<file path="src/design/apme_pkg.sv">
package apme_pkg;

  // number formats
  localparam int COEF_FRAC_BITS = 16;
  localparam int COEF_WIDTH     = 20;
  localparam int SAMPLE_W       = 16;
  localparam int Y_W            = 18;
  localparam int OPB_W          = Y_W + 1;
  localparam int PROD_W         = COEF_WIDTH + OPB_W;
  localparam int BQ_W           = PROD_W + 3;
  localparam int MIX_W          = OPB_W + COEF_FRAC_BITS;
  localparam int ACC_W          = ((BQ_W > MIX_W) ? BQ_W : MIX_W) + 1;

  // saturation limits
  localparam int Y_MAX   = 2 ** (Y_W - 1) - 1;
  localparam int Y_MIN   = -(2 ** (Y_W - 1));
  localparam int OUT_MAX = 2 ** (SAMPLE_W - 1) - 1;
  localparam int OUT_MIN = -(2 ** (SAMPLE_W - 1));

  // register map
  localparam int NUM_REGS  = 6;
  localparam int REG_IDX_W = 3;

  typedef enum logic [REG_IDX_W-1:0] {
    REG_COEF_X0,
    REG_COEF_X1,
    REG_COEF_X2,
    REG_COEF_Y1,
    REG_COEF_Y2,
    REG_MIX_GAIN
  } reg_idx_t;

  typedef logic signed [COEF_WIDTH-1:0] coef_t;
  typedef coef_t coef_bank_t [NUM_REGS];

  localparam coef_t MIX_GAIN_RESET = COEF_WIDTH'(2 ** (COEF_FRAC_BITS - 1));

  // multiplier second operand
  typedef enum logic [2:0] {
    OPB_X,
    OPB_D1,
    OPB_D2,
    OPB_FD1,
    OPB_FD2,
    OPB_DIFF
  } opb_sel_t;

  // accumulator operation
  typedef enum logic [2:0] {
    ACC_HOLD,
    ACC_PROD,
    ACC_ADD,
    ACC_SUB,
    ACC_MIX
  } acc_op_t;

  // sequencer branch condition
  typedef enum logic [1:0] {
    JMP_NEXT,
    JMP_WAIT_IN,
    JMP_WAIT_OUT
  } jump_t;

  localparam int NUM_STEPS = 11;
  localparam int STEP_W    = $clog2(NUM_STEPS);

  typedef logic [STEP_W-1:0] step_t;

  // one control word per step
  typedef struct packed {
    reg_idx_t coef_sel;
    opb_sel_t opb_sel;
    acc_op_t  acc_op;
    logic     y_load;
    jump_t    jump;
    step_t    next_step;
  } ctrl_t;

  // microprogram: six products on one multiplier, then saturate and mix
  localparam ctrl_t PROGRAM [NUM_STEPS] = '{
    '{REG_COEF_X0,  OPB_X,    ACC_HOLD, 1'b0, JMP_WAIT_IN,  step_t'(1)},
    '{REG_COEF_X0,  OPB_X,    ACC_HOLD, 1'b0, JMP_NEXT,     step_t'(2)},
    '{REG_COEF_X1,  OPB_D1,   ACC_PROD, 1'b0, JMP_NEXT,     step_t'(3)},
    '{REG_COEF_X2,  OPB_D2,   ACC_ADD,  1'b0, JMP_NEXT,     step_t'(4)},
    '{REG_COEF_Y1,  OPB_FD1,  ACC_ADD,  1'b0, JMP_NEXT,     step_t'(5)},
    '{REG_COEF_Y2,  OPB_FD2,  ACC_SUB,  1'b0, JMP_NEXT,     step_t'(6)},
    '{REG_COEF_Y2,  OPB_FD2,  ACC_SUB,  1'b0, JMP_NEXT,     step_t'(7)},
    '{REG_MIX_GAIN, OPB_DIFF, ACC_HOLD, 1'b1, JMP_NEXT,     step_t'(8)},
    '{REG_MIX_GAIN, OPB_DIFF, ACC_MIX,  1'b0, JMP_NEXT,     step_t'(9)},
    '{REG_MIX_GAIN, OPB_DIFF, ACC_ADD,  1'b0, JMP_NEXT,     step_t'(10)},
    '{REG_MIX_GAIN, OPB_DIFF, ACC_HOLD, 1'b0, JMP_WAIT_OUT, step_t'(0)}
  };

endpackage

</file>
<file path="src/design/apme_datapath.sv">
module apme_datapath (
  input  logic                                   clk,
  input  logic                                   rst,
  input  apme_pkg::ctrl_t                        ctrl,
  input  apme_pkg::coef_bank_t                   coefs,
  input  logic                                   load_x,
  input  logic signed [apme_pkg::SAMPLE_W-1:0]   left_sample,
  input  logic signed [apme_pkg::SAMPLE_W-1:0]   right_sample,
  output logic signed [apme_pkg::SAMPLE_W-1:0]   out_sample,
  output logic                                   clipped
);

  localparam int AW = apme_pkg::ACC_W;
  localparam int SW = apme_pkg::SAMPLE_W;
  localparam int YW = apme_pkg::Y_W;
  localparam int BW = apme_pkg::OPB_W;

  localparam logic signed [AW-1:0] RND_BIAS = AW'(2 ** apme_pkg::COEF_FRAC_BITS - 1);
  localparam logic signed [AW-1:0] Y_HI     = AW'(apme_pkg::Y_MAX);
  localparam logic signed [AW-1:0] Y_LO     = AW'(apme_pkg::Y_MIN);
  localparam logic signed [AW-1:0] O_HI     = AW'(apme_pkg::OUT_MAX);
  localparam logic signed [AW-1:0] O_LO     = AW'(apme_pkg::OUT_MIN);

  logic signed [SW-1:0]                 x;
  logic signed [SW-1:0]                 d1;
  logic signed [SW-1:0]                 d2;
  logic signed [YW-1:0]                 fd1;
  logic signed [YW-1:0]                 fd2;
  logic signed [YW-1:0]                 y;
  logic signed [apme_pkg::PROD_W-1:0]   prod;
  logic signed [AW-1:0]                 acc;

  logic signed [SW:0]                   lr_sum;
  logic signed [BW-1:0]                 xy_sum;
  logic signed [BW-1:0]                 xy_diff;
  logic signed [BW-1:0]                 opb;
  logic signed [AW-1:0]                 acc_shr;
  logic signed [YW-1:0]                 y_sat;

  // divide by 2^frac, rounding toward zero
  function automatic logic signed [AW-1:0] trunc_shift(input logic signed [AW-1:0] v);
    logic signed [AW-1:0] t;
    t = v + (v[AW-1] ? RND_BIAS : '0);
    return t >>> apme_pkg::COEF_FRAC_BITS;
  endfunction

  // mono average, floor of half the sum
  assign lr_sum = (SW+1)'(left_sample) + (SW+1)'(right_sample);

  assign xy_sum  = BW'(x) + BW'(y);
  assign xy_diff = BW'(x) - BW'(y);

  // operand select for the shared multiplier
  always_comb begin
    unique case (ctrl.opb_sel)
      apme_pkg::OPB_X:    opb = BW'(x);
      apme_pkg::OPB_D1:   opb = BW'(d1);
      apme_pkg::OPB_D2:   opb = BW'(d2);
      apme_pkg::OPB_FD1:  opb = BW'(fd1);
      apme_pkg::OPB_FD2:  opb = BW'(fd2);
      apme_pkg::OPB_DIFF: opb = xy_diff;
      default:            opb = '0;
    endcase
  end

  // biquad output, saturated to the feedback width
  assign acc_shr = trunc_shift(acc);

  always_comb begin
    if (acc_shr > Y_HI) begin
      y_sat = YW'(Y_HI);
    end else if (acc_shr < Y_LO) begin
      y_sat = YW'(Y_LO);
    end else begin
      y_sat = acc_shr[YW-1:0];
    end
  end

  // final mixed sample with clip flag
  always_comb begin
    if (acc_shr > O_HI) begin
      out_sample = SW'(O_HI);
      clipped    = 1'b1;
    end else if (acc_shr < O_LO) begin
      out_sample = SW'(O_LO);
      clipped    = 1'b1;
    end else begin
      out_sample = acc_shr[SW-1:0];
      clipped    = 1'b0;
    end
  end

  // product and accumulator
  always_ff @(posedge clk) begin
    prod <= coefs[ctrl.coef_sel] * opb;
    unique case (ctrl.acc_op)
      apme_pkg::ACC_HOLD: acc <= acc;
      apme_pkg::ACC_PROD: acc <= AW'(prod);
      apme_pkg::ACC_ADD:  acc <= acc + AW'(prod);
      apme_pkg::ACC_SUB:  acc <= acc - AW'(prod);
      apme_pkg::ACC_MIX:  acc <= AW'(xy_sum) <<< (apme_pkg::COEF_FRAC_BITS - 1);
      default:            acc <= acc;
    endcase
    if (load_x) begin
      x <= lr_sum[SW:1];
    end
    if (ctrl.y_load) begin
      y <= y_sat;
    end
  end

  // delay lines
  always_ff @(posedge clk) begin
    if (rst) begin
      d1  <= '0;
      d2  <= '0;
      fd1 <= '0;
      fd2 <= '0;
    end else if (ctrl.y_load) begin
      d2  <= d1;
      d1  <= x;
      fd2 <= fd1;
      fd1 <= y_sat;
    end
  end

endmodule

</file>
<file path="src/design/allpass_mix_peaking_eq.sv">
// Mono peaking equalizer: each input word carries a stereo pair that is
// averaged to mono, run through a direct form 1 biquad with five
// programmable coefficients, and mixed back with the dry sample through
// mix_gain. A word is loaded into the output register at the last step
// of the microprogram, and the next input word is taken only when the
// sequencer returns to its first step, so no new word is accepted while
// one is in progress. The single shared coefficient multiplier is
// stepped by the microprogram through the six products, plus the
// accumulate, saturate and store steps. A result that waits on the
// output holds the sequencer at its last step. Coefficients are written
// through the cfg port, signed Q3.16; write them only while the block is
// idle. Indexes beyond mix_gain are ignored.
module allpass_mix_peaking_eq (
  input  logic                               clk,
  input  logic                               rst,
  // config write channel
  input  logic                               cfg_valid,
  output logic                               cfg_ready,
  input  logic [apme_pkg::REG_IDX_W-1:0]     cfg_index,
  input  logic [apme_pkg::COEF_WIDTH-1:0]    cfg_data,
  // input stream
  input  logic                               s_axis_tvalid,
  output logic                               s_axis_tready,
  input  logic [31:0]                        s_axis_tdata,  // left_sample, right_sample
  // output stream
  output logic                               m_axis_tvalid,
  input  logic                               m_axis_tready,
  output logic [15:0]                        m_axis_tdata,  // out_sample
  output logic [0:0]                         m_axis_tuser   // clipped
);

  localparam int SW = apme_pkg::SAMPLE_W;

  apme_pkg::coef_bank_t   coefs;
  apme_pkg::step_t        pc;
  apme_pkg::step_t        pc_next;
  apme_pkg::ctrl_t        ctrl;
  logic                   in_accept;
  logic                   slot_free;
  logic                   advance;
  logic                   store;
  logic signed [SW-1:0]   dp_sample;
  logic                   dp_clipped;

  // config registers
  assign cfg_ready = 1'b1;

  always_ff @(posedge clk) begin
    if (rst) begin
      coefs[apme_pkg::REG_COEF_X0]  <= '0;
      coefs[apme_pkg::REG_COEF_X1]  <= '0;
      coefs[apme_pkg::REG_COEF_X2]  <= '0;
      coefs[apme_pkg::REG_COEF_Y1]  <= '0;
      coefs[apme_pkg::REG_COEF_Y2]  <= '0;
      coefs[apme_pkg::REG_MIX_GAIN] <= apme_pkg::MIX_GAIN_RESET;
    end else if (cfg_valid && cfg_index < apme_pkg::REG_IDX_W'(apme_pkg::NUM_REGS)) begin
      coefs[apme_pkg::reg_idx_t'(cfg_index)] <= cfg_data;
    end
  end

  // sequencer: fetch the control word and branch
  assign ctrl          = apme_pkg::PROGRAM[pc];
  assign s_axis_tready = (ctrl.jump == apme_pkg::JMP_WAIT_IN);
  assign in_accept     = s_axis_tvalid && s_axis_tready;
  assign slot_free     = !m_axis_tvalid || m_axis_tready;

  always_comb begin
    unique case (ctrl.jump)
      apme_pkg::JMP_NEXT:     advance = 1'b1;
      apme_pkg::JMP_WAIT_IN:  advance = in_accept;
      apme_pkg::JMP_WAIT_OUT: advance = slot_free;
      default:                advance = 1'b1;
    endcase
    store   = (ctrl.jump == apme_pkg::JMP_WAIT_OUT) && slot_free;
    pc_next = advance ? ctrl.next_step : pc;
  end

  always_ff @(posedge clk) begin
    if (rst) begin
      pc <= '0;
    end else begin
      pc <= pc_next;
    end
  end

  apme_datapath u_datapath (
    .clk          (clk),
    .rst          (rst),
    .ctrl         (ctrl),
    .coefs        (coefs),
    .load_x       (in_accept),
    .left_sample  (s_axis_tdata[15:0]),
    .right_sample (s_axis_tdata[31:16]),
    .out_sample   (dp_sample),
    .clipped      (dp_clipped)
  );

  // output register
  always_ff @(posedge clk) begin
    if (rst) begin
      m_axis_tvalid <= 1'b0;
    end else if (store) begin
      m_axis_tvalid <= 1'b1;
    end else if (m_axis_tready) begin
      m_axis_tvalid <= 1'b0;
    end
  end

  always_ff @(posedge clk) begin
    if (store) begin
      m_axis_tdata <= dp_sample;
      m_axis_tuser <= dp_clipped;
    end
  end

  // checks
  a_pc_range: assert property (@(posedge clk) disable iff (rst)
    pc < apme_pkg::STEP_W'(apme_pkg::NUM_STEPS))
    else $error("sequencer step out of program range");

  a_store_returns: assert property (@(posedge clk) disable iff (rst)
    store |=> (pc == '0) && m_axis_tvalid)
    else $error("result store did not return sequencer to idle");

  a_result_follows: assert property (@(posedge clk) disable iff (rst)
    in_accept |-> ##11 m_axis_tvalid)
    else $error("no result word after accepted input");

  a_no_accept_busy: assert property (@(posedge clk) disable iff (rst)
    in_accept |=> !s_axis_tready)
    else $error("input accepted while sequence in progress");

endmodule

</file>
<file path="config.mk">
export PLATFORM = sky130hd
export DESIGN_NAME = allpass_mix_peaking_eq
export DESIGN_NICKNAME = d
export VERILOG_FILES = /design/src/design/apme_pkg.sv /design/src/design/apme_datapath.sv /design/src/design/allpass_mix_peaking_eq.sv
export SDC_FILE = /design/constraint.sdc
export NUM_CORES = 2
export LEC_CHECK = 0
export BUFFER_PORTS_ARGS = -buffer_cell sky130_fd_sc_hd__buf_2
export CAP_MARGIN = 10
export CORE_ASPECT_RATIO = 1.2
export CORE_MARGIN = 2
export CORE_UTILIZATION = 50
export CTS_CLUSTER_SIZE = 24
export DETAILED_ROUTE_END_ITERATION = 10
export GPL_TIMING_DRIVEN = 0
export PLACE_DENSITY = 0.73
export SYNTH_ARGS = -nofsm -noshare
export SYNTH_HDL_FRONTEND = slang
export SYNTH_SLANG_ARGS = --single-unit
</file>
<file path="constraint.sdc">
create_clock -name clk -period 15.6 [get_ports clk]
set_input_delay 1.56 -clock clk [delete_from_list [all_inputs] [get_ports clk]]
set_output_delay 1.56 -clock clk [all_outputs]
set_load 0.1 [all_outputs]
</file>
After elaboration in Yosys (flattened, before gate mapping)
Memory sizes are Yosys's and may differ from the RTL's.
Index checks and enable logic that the tools add are counted.
Word-level totals
  register bits: 326
  ROM bits: 256
  input port bits: 60
  output and inout port bits: 20
  logic and storage cells: 76
  memories kept: 1
Memories
  (name not given): words 16, width 16, read ports 1, clocked after memory_dff 0, wr ports 0, line allpass_mix_peaking_eq.sv:62  | assign ctrl = apme_pkg::PROGRAM[pc];
Operators by class
  add/subtract/negate cells: 6
  multiply operators: 1
  order comparisons: 9
  equality and inequality tests: 11
  multiplexer cells: 18
  bitwise operators: 3
  reduce and logical (&&, ||, !) cells: 9
Operator list (count)
  case mux 43 bit (4 select lines): 1
  bitwise mux 120 bit: 1
  case mux 19 bit (6 select lines): 1
  2-to-1 mux 16 bit: 4
  binary-select mux 20 bit (select 3 bit): 1
  demux 20 bit (select 3 bit): 1
  2-to-1 mux 20 bit: 3
  adder 43 x 16 -> 43 bit: 1
  adder 43 x 39 -> 43 bit: 1
  subtractor 43 x 39 -> 43 bit: 1
  multiplier 20 x 19 -> 39 bit: 1
  2-to-1 mux 18 bit: 2
  > comparator 27 x 16 -> 1 bit (second input constant): 1
  > comparator 27 x 18 -> 1 bit (second input constant): 1
  < comparator 27 x 16 -> 1 bit (second input constant): 1
  < comparator 27 x 18 -> 1 bit (second input constant): 1
  adder 16 x 18 -> 19 bit: 1
  subtractor 16 x 18 -> 19 bit: 1
  adder 16 x 16 -> 17 bit: 1
  equality test 3 x 2 -> 1 bit (second input constant): 4
  equality test 3 bit (second input constant): 3
  >= comparator 4 bit (second input constant): 2
  NOT 3 -> 4 bit: 2
  equality test 3 x 1 -> 1 bit (second input constant): 2
  14 further kinds: 19

Longest topological paths before layout
  depth in word-level cells: 9
  mapped depth: 37
  mapped depth without buffers: 36

Modules after synthesis
A second synthesis with hierarchy kept.
Second synthesis, totals
  cell total of the unflattened synthesis: 3727
  area total of the unflattened synthesis: 33066.7 sq um
By module, submodules not included
  apme_datapath: times used 1, cells an instance 3120, area each 27871.7 sq um, sequential area each 4454.3 sq um
  allpass_mix_peaking_eq: times used 1, cells an instance 607, area each 5195.0 sq um, sequential area each 3012.9 sq um

Worst setup path after synthesis
Ideal clock, no wire load.
  kind: register -> register
  from: register pc[1]
  to: register u_datapath.prod[35] (netlist name)
  library setup time: 0.122 ns
  data arrival time: 8.631 ns
  required time: 15.478 ns
  slack: 6.847 ns
  cell stages (with the launch flop): 35
  buffers on the path: 4
  clock period less this slack: 8.753 ns
  path through: dfxtp_1 > inv_1 > ha_1 > nand2_1 > o21ai_0 > nor2b_1 > buf_2 > buf_2 > clkbuf_1 > nand2_1 > a31oi_1 > clkbuf_1 > nand2_1 > fa_1 > inv_1 > fa_1 > inv_1 > fa_1 > inv_1 > fa_1 > fa_1 > fa_1 > inv_1 > fa_1 > inv_1 > ha_1 > a211oi_1 > nand2_1 > nor3_1 > a22o_1 > o31ai_1 > a41oi_1 > o21ai_1 > nor4_1 > a311o_1
On the way
  word-level cells in the longest chain between the ends: 9
  elaborated cells between the ends (all ways): 16
  those cells by class: mul (1); eq/ne (5); mux (6); bitwise (2); reduce/logical (1); memory (1)
RTL lines
  start: declaration: line allpass_mix_peaking_eq.sv:35  | apme_pkg::step_t pc;
  start signal: assignment: line allpass_mix_peaking_eq.sv:82  | pc <= pc_next;
  NOT 4 -> 5 bit (not written as such) *: line allpass_mix_peaking_eq.sv:62
  memory (16 x 16 bit) *
  2-to-1 mux 16 bit (not written as such) * (2 in series): line allpass_mix_peaking_eq.sv:62
  NOT 3 -> 4 bit (not written as such): line apme_datapath.sv:95  | prod <= coefs[ctrl.coef_sel] * opb;
  binary-select mux 20 bit (select 3 bit): line apme_datapath.sv:95
  2-to-1 mux 20 bit (not written as such) (2 in series): line apme_datapath.sv:95
  multiplier 20 x 19 -> 39 bit *: line apme_datapath.sv:95
  end signal: assignment: line apme_datapath.sv:95
  end: declaration: line apme_datapath.sv:30  | logic signed [apme_pkg::PROD_W-1:0] prod;
Every way passes the cells marked *; elsewhere a longest branch is shown, timed or not. The select of a mux whose other input is x is not followed.
A chain may end at the register's enable or synchronous reset.

Worst setup path in the final report
  from: register pc[1]
  to: register u_datapath.prod[37] (netlist name)
Same word-level chain as after synthesis.

==> impl_metrics.toml <==
[status]
status = "finished, final reports clean"

[yosys]
yosys.area.top_type = "sky130_fd_sc_hd__fa_1"
asyncSetResetFlopFracSynth = 0
part_of_the_yosys_area_used_for_sequential_elements = 0.228
synth-edff-count = 94
synthesis.yosys.warnings = 0
syn_area_sq_um = 32800
synth.ff_latch_count = 326
ys.flop_type = "sky130_fd_sc_hd__dfxtp_1"
yosys-top-cells-area = "sky130_fd_sc_hd__fa_1, sky130_fd_sc_hd__dfxtp_1, sky130_fd_sc_hd__ha_1"
synth_top_area_share = 0.239
synthCells = 3815
yosys.cell_types.count = 82
synth_nets = 4494
syn_area_per_cell_sq_um = 8.60

[finish]
area_of_combinational_cells_with_multiple_inputs_sq_um = 22900
drive_gt1_frac = 0.0582
areaGrowthSynthToFinish_pct = 8.69
sequential_cell_area_sq_um = 7470
stdcell_area_sq_um = 35700
num-nets-final = 4620
fillers = 5914

[floorplan]
std_cell_rows = 102
io-pin-count = 80
dieArea_sq_um = 67700
die_x_microns = 238
core_sq_um = 64700
start_util = 0.507
die_height_microns = 285

[power]
power_consumption_uw = 8490
cellPowerDensity_nw_per_um2 = 238
ir_drop_mv = 0.341
total_leakage_power_uw = 0.0156

[timing]
final-max-slew-violation-count = 0
final_period_minus_worst_setup_slack_ns = 11.95
slew_headroom = 0.130
final_hold_violating_endpoints = 0
grt_setup_unrepaired = "false"
skew_ns = 0.0284
timing_worst_slew_pin_value_ns = 1.30
fin_crit_sh = 0.766
setup_violations = 0
setup_tns_ns = 0
max_freq_mhz = 83.7

[worst_hold_path]
holdCritPathClass = "register to register"
whs_path_depth = 2
min_to = "coefs[78]$_SDFFE_PP0P_"
worst_hold_startpoint = "coefs[78]$_SDFFE_PP0P_"

[routing]
wl_per_cell_microns = 20.9
detailedRoute.firstIterationViolations = 2737
first_pass_iteration_count_of_the_detailed_router = 6
detail_route.wirelength_mm = 100
drt-vias-per-instance = 5.82
vias = 27958
detail_route.drc_violations = 0
detail-route-antenna-nets = 0

[cts]
buffers_from_clock_root_to_sink_at_most = 3
clock-root-buffer = "sky130_fd_sc_hd__clkbuf_16"
clock_sinks = 326
clk_pin_slew_ns = 0.06
postCtsHoldBufs = 0
post_cts.repair.setup_buffers = 0
tritoncts = "built"
cts_htree_levels = 2
clk-insertion-delay-late_ns = 0.57
cts_buffers = 38
post_cts_resized = 0

[worst_setup_path]
endpoint_kind = "register"
worst_ep_required_time_ns = 15.98
worstReg2RegStart = "pc[1]$_SDFFE_PP0P_"
critical_path.startpoint_type = "register"
crit_fanout = 10
critical_path_class = "register to register"
critPathMaxStageDelay_ns = 0.82
reg_to_reg_end = "u_datapath.prod[37]$_DFF_P_"
worst_path_max_delay_cell = "sky130_fd_sc_hd__a31oi_2"
worst_path_arrival_ns = 12.33
r2r.worst_path.cells = 34
rrSetupSlack_ns = 3.65

[placed_design]
detailedPlacementHpwl_mm = 80.2
placed_area_sq_um = 34400
io_buffers = 77
place_congestion = 0.987

[grt]
global_route_wire_length_before_repair_mm = 158
vias_in_the_first_global_route = 28071
antenna_found_initial = 0
grt_max_degree = 29
global_route.overflow_total = 0
gr-usage-all-layers = 0.303

[flow_run]
max_cap_violations = 0
[kinds of logic after synthesis]
family,share of synthesized area
AO/OA/AOI/OAI,0.135
XOR/XNOR,0.0445
adder cells (fa/ha/maj),0.325
buffers and inverters,0.0760
flip-flops,0.228
multiplexers,0.0178
other,0.000114
AND/OR/NAND/NOR,0.174
[layer usage]
metal  track usage  routed length, microns  part of all wire  vias up
li1              -                       -                 -    12795
met1         0.382                   38800              0.39    13544
met2         0.496                   47100              0.47     1314
met3        0.0579                    8800             0.088      305
met4         0.153                    5770             0.057        0
met5             0                       0                 0        -
[worst max path at each step]
stage | startpoint | to | slack (ns) | depth (start not counted)
finish | pc[1]$_SDFFE_PP0P_ | u_datapath.prod[37]$_DFF_P_ | 3.65 | 34
floorplan | pc[1]$_SDFFE_PP0P_ | u_datapath.prod[35]$_DFF_P_ | 6.85 | 34
CTS | pc[1]$_SDFFE_PP0P_ | u_datapath.prod[37]$_DFF_P_ | 3.91 | 34
global placement | pc[1]$_SDFFE_PP0P_ | u_datapath.prod[36]$_DFF_P_ | 3.28 | 31
global route | pc[1]$_SDFFE_PP0P_ | u_datapath.prod[37]$_DFF_P_ | 3.17 | 34
detailed placement | pc[1]$_SDFFE_PP0P_ | u_datapath.prod[37]$_DFF_P_ | 3.95 | 34
[worst max-delay path, delay by kind of cell (launching register included)]
kind                     cells  cell delay [ns]
AO/OA/AOI/OAI                9             3.02
XOR/XNOR                     1             0.60
adder cells (fa/ha/maj)      9             4.22
buffers and inverters       10             2.45
flip-flops                   1             0.49
AND/OR/NAND/NOR              5             0.93
[where the power goes]
| group | internal [uW] | switching, uW |
|---|---|---|
| combinational | 2290 | 3950 |
| sequential | 1110 | 210 |
| clock | 538 | 381 |
[metrics by stage]
step	hold slack, ns	setup WS (ns)	instances	util
CTS	0.454	3.91	4799	0.551
global placement	0.439	3.28	4724	0.529
floorplan	0.433	6.85	3815	-
global route	0.468	3.17	4801	0.551
detailed placement	0.445	3.95	4731	0.531
finish	0.454	3.65	4802	0.551
[synth_stat cells, types with 55 or more instances]
library cell / number
sky130_fd_sc_hd__ha_1: 228
sky130_fd_sc_hd__dfxtp_1: 232
sky130_fd_sc_hd__nand3_1: 62
sky130_fd_sc_hd__nor2b_1: 55
sky130_fd_sc_hd__inv_1: 473
sky130_fd_sc_hd__nand2_1: 715
sky130_fd_sc_hd__nor2_1: 214
sky130_fd_sc_hd__xnor2_1: 108
sky130_fd_sc_hd__xor2_1: 57
sky130_fd_sc_hd__a21oi_1: 317
sky130_fd_sc_hd__o21ai_0: 101
sky130_fd_sc_hd__fa_1: 391
sky130_fd_sc_hd__clkbuf_1: 153
sky130_fd_sc_hd__edfxtp_1: 94
[layout by cell type (no fill, tap or decap), types with 9 or more instances in the layout]
cell	count
sky130_fd_sc_hd__nand2_1	715
sky130_fd_sc_hd__inv_1	473
sky130_fd_sc_hd__fa_1	391
sky130_fd_sc_hd__a21oi_1	317
sky130_fd_sc_hd__dfxtp_1	232
sky130_fd_sc_hd__ha_1	228
sky130_fd_sc_hd__nor2_1	214
sky130_fd_sc_hd__clkbuf_1	156
sky130_fd_sc_hd__xnor2_1	108
sky130_fd_sc_hd__o21ai_0	100
sky130_fd_sc_hd__edfxtp_1	94
sky130_fd_sc_hd__buf_2	93
sky130_fd_sc_hd__nand3_1	62
sky130_fd_sc_hd__xor2_1	57
sky130_fd_sc_hd__and2_1	54
sky130_fd_sc_hd__nor3_1	54
sky130_fd_sc_hd__nor2b_1	54
sky130_fd_sc_hd__nand2b_1	44
sky130_fd_sc_hd__a21o_1	41
sky130_fd_sc_hd__clkbuf_16	41
sky130_fd_sc_hd__a311oi_1	22
sky130_fd_sc_hd__a31oi_1	21
sky130_fd_sc_hd__o21a_1	21
sky130_fd_sc_hd__o31ai_1	20
sky130_fd_sc_hd__mux4_2	20
sky130_fd_sc_hd__o21ai_1	19
sky130_fd_sc_hd__or2_2	18
sky130_fd_sc_hd__a211oi_1	18
sky130_fd_sc_hd__and3_1	17
sky130_fd_sc_hd__a22oi_1	15
sky130_fd_sc_hd__o211ai_1	14
sky130_fd_sc_hd__nand4_1	13
sky130_fd_sc_hd__or3_1	12
sky130_fd_sc_hd__a221o_1	11
sky130_fd_sc_hd__mux2i_1	11
sky130_fd_sc_hd__a221oi_1	10
sky130_fd_sc_hd__buf_4	10
sky130_fd_sc_hd__buf_1	9
sky130_fd_sc_hd__nor4_1	9
[flip-flops by register name (all words and copies together) (netlist names)]
| signal | flops |
|---|---|
| u_datapath.x | 16 |
| u_datapath.prod | 39 |
| u_datapath.d2 | 16 |
| pc | 4 |
| u_datapath.acc | 43 |
| m_axis_tuser | 1 |
| coefs | 120 |
| u_datapath.d1 | 16 |
| m_axis_tvalid | 1 |
| u_datapath.y | 18 |
| m_axis_tdata | 16 |
| u_datapath.fd1 | 18 |
| u_datapath.fd2 | 18 |
[cell type report]
type	instances	area share
diodes	1	0.0000702
inverters	475	0.0500
flip-flops and latches	326	0.209
well taps	832	0.0292
clock buffers	49	0.0307
repair buffers	86	0.0130
multi-input cells	2833	0.642
plain buffers	181	0.0200
clock inverters	19	0.00572
(Power assumes the default switching activity.)
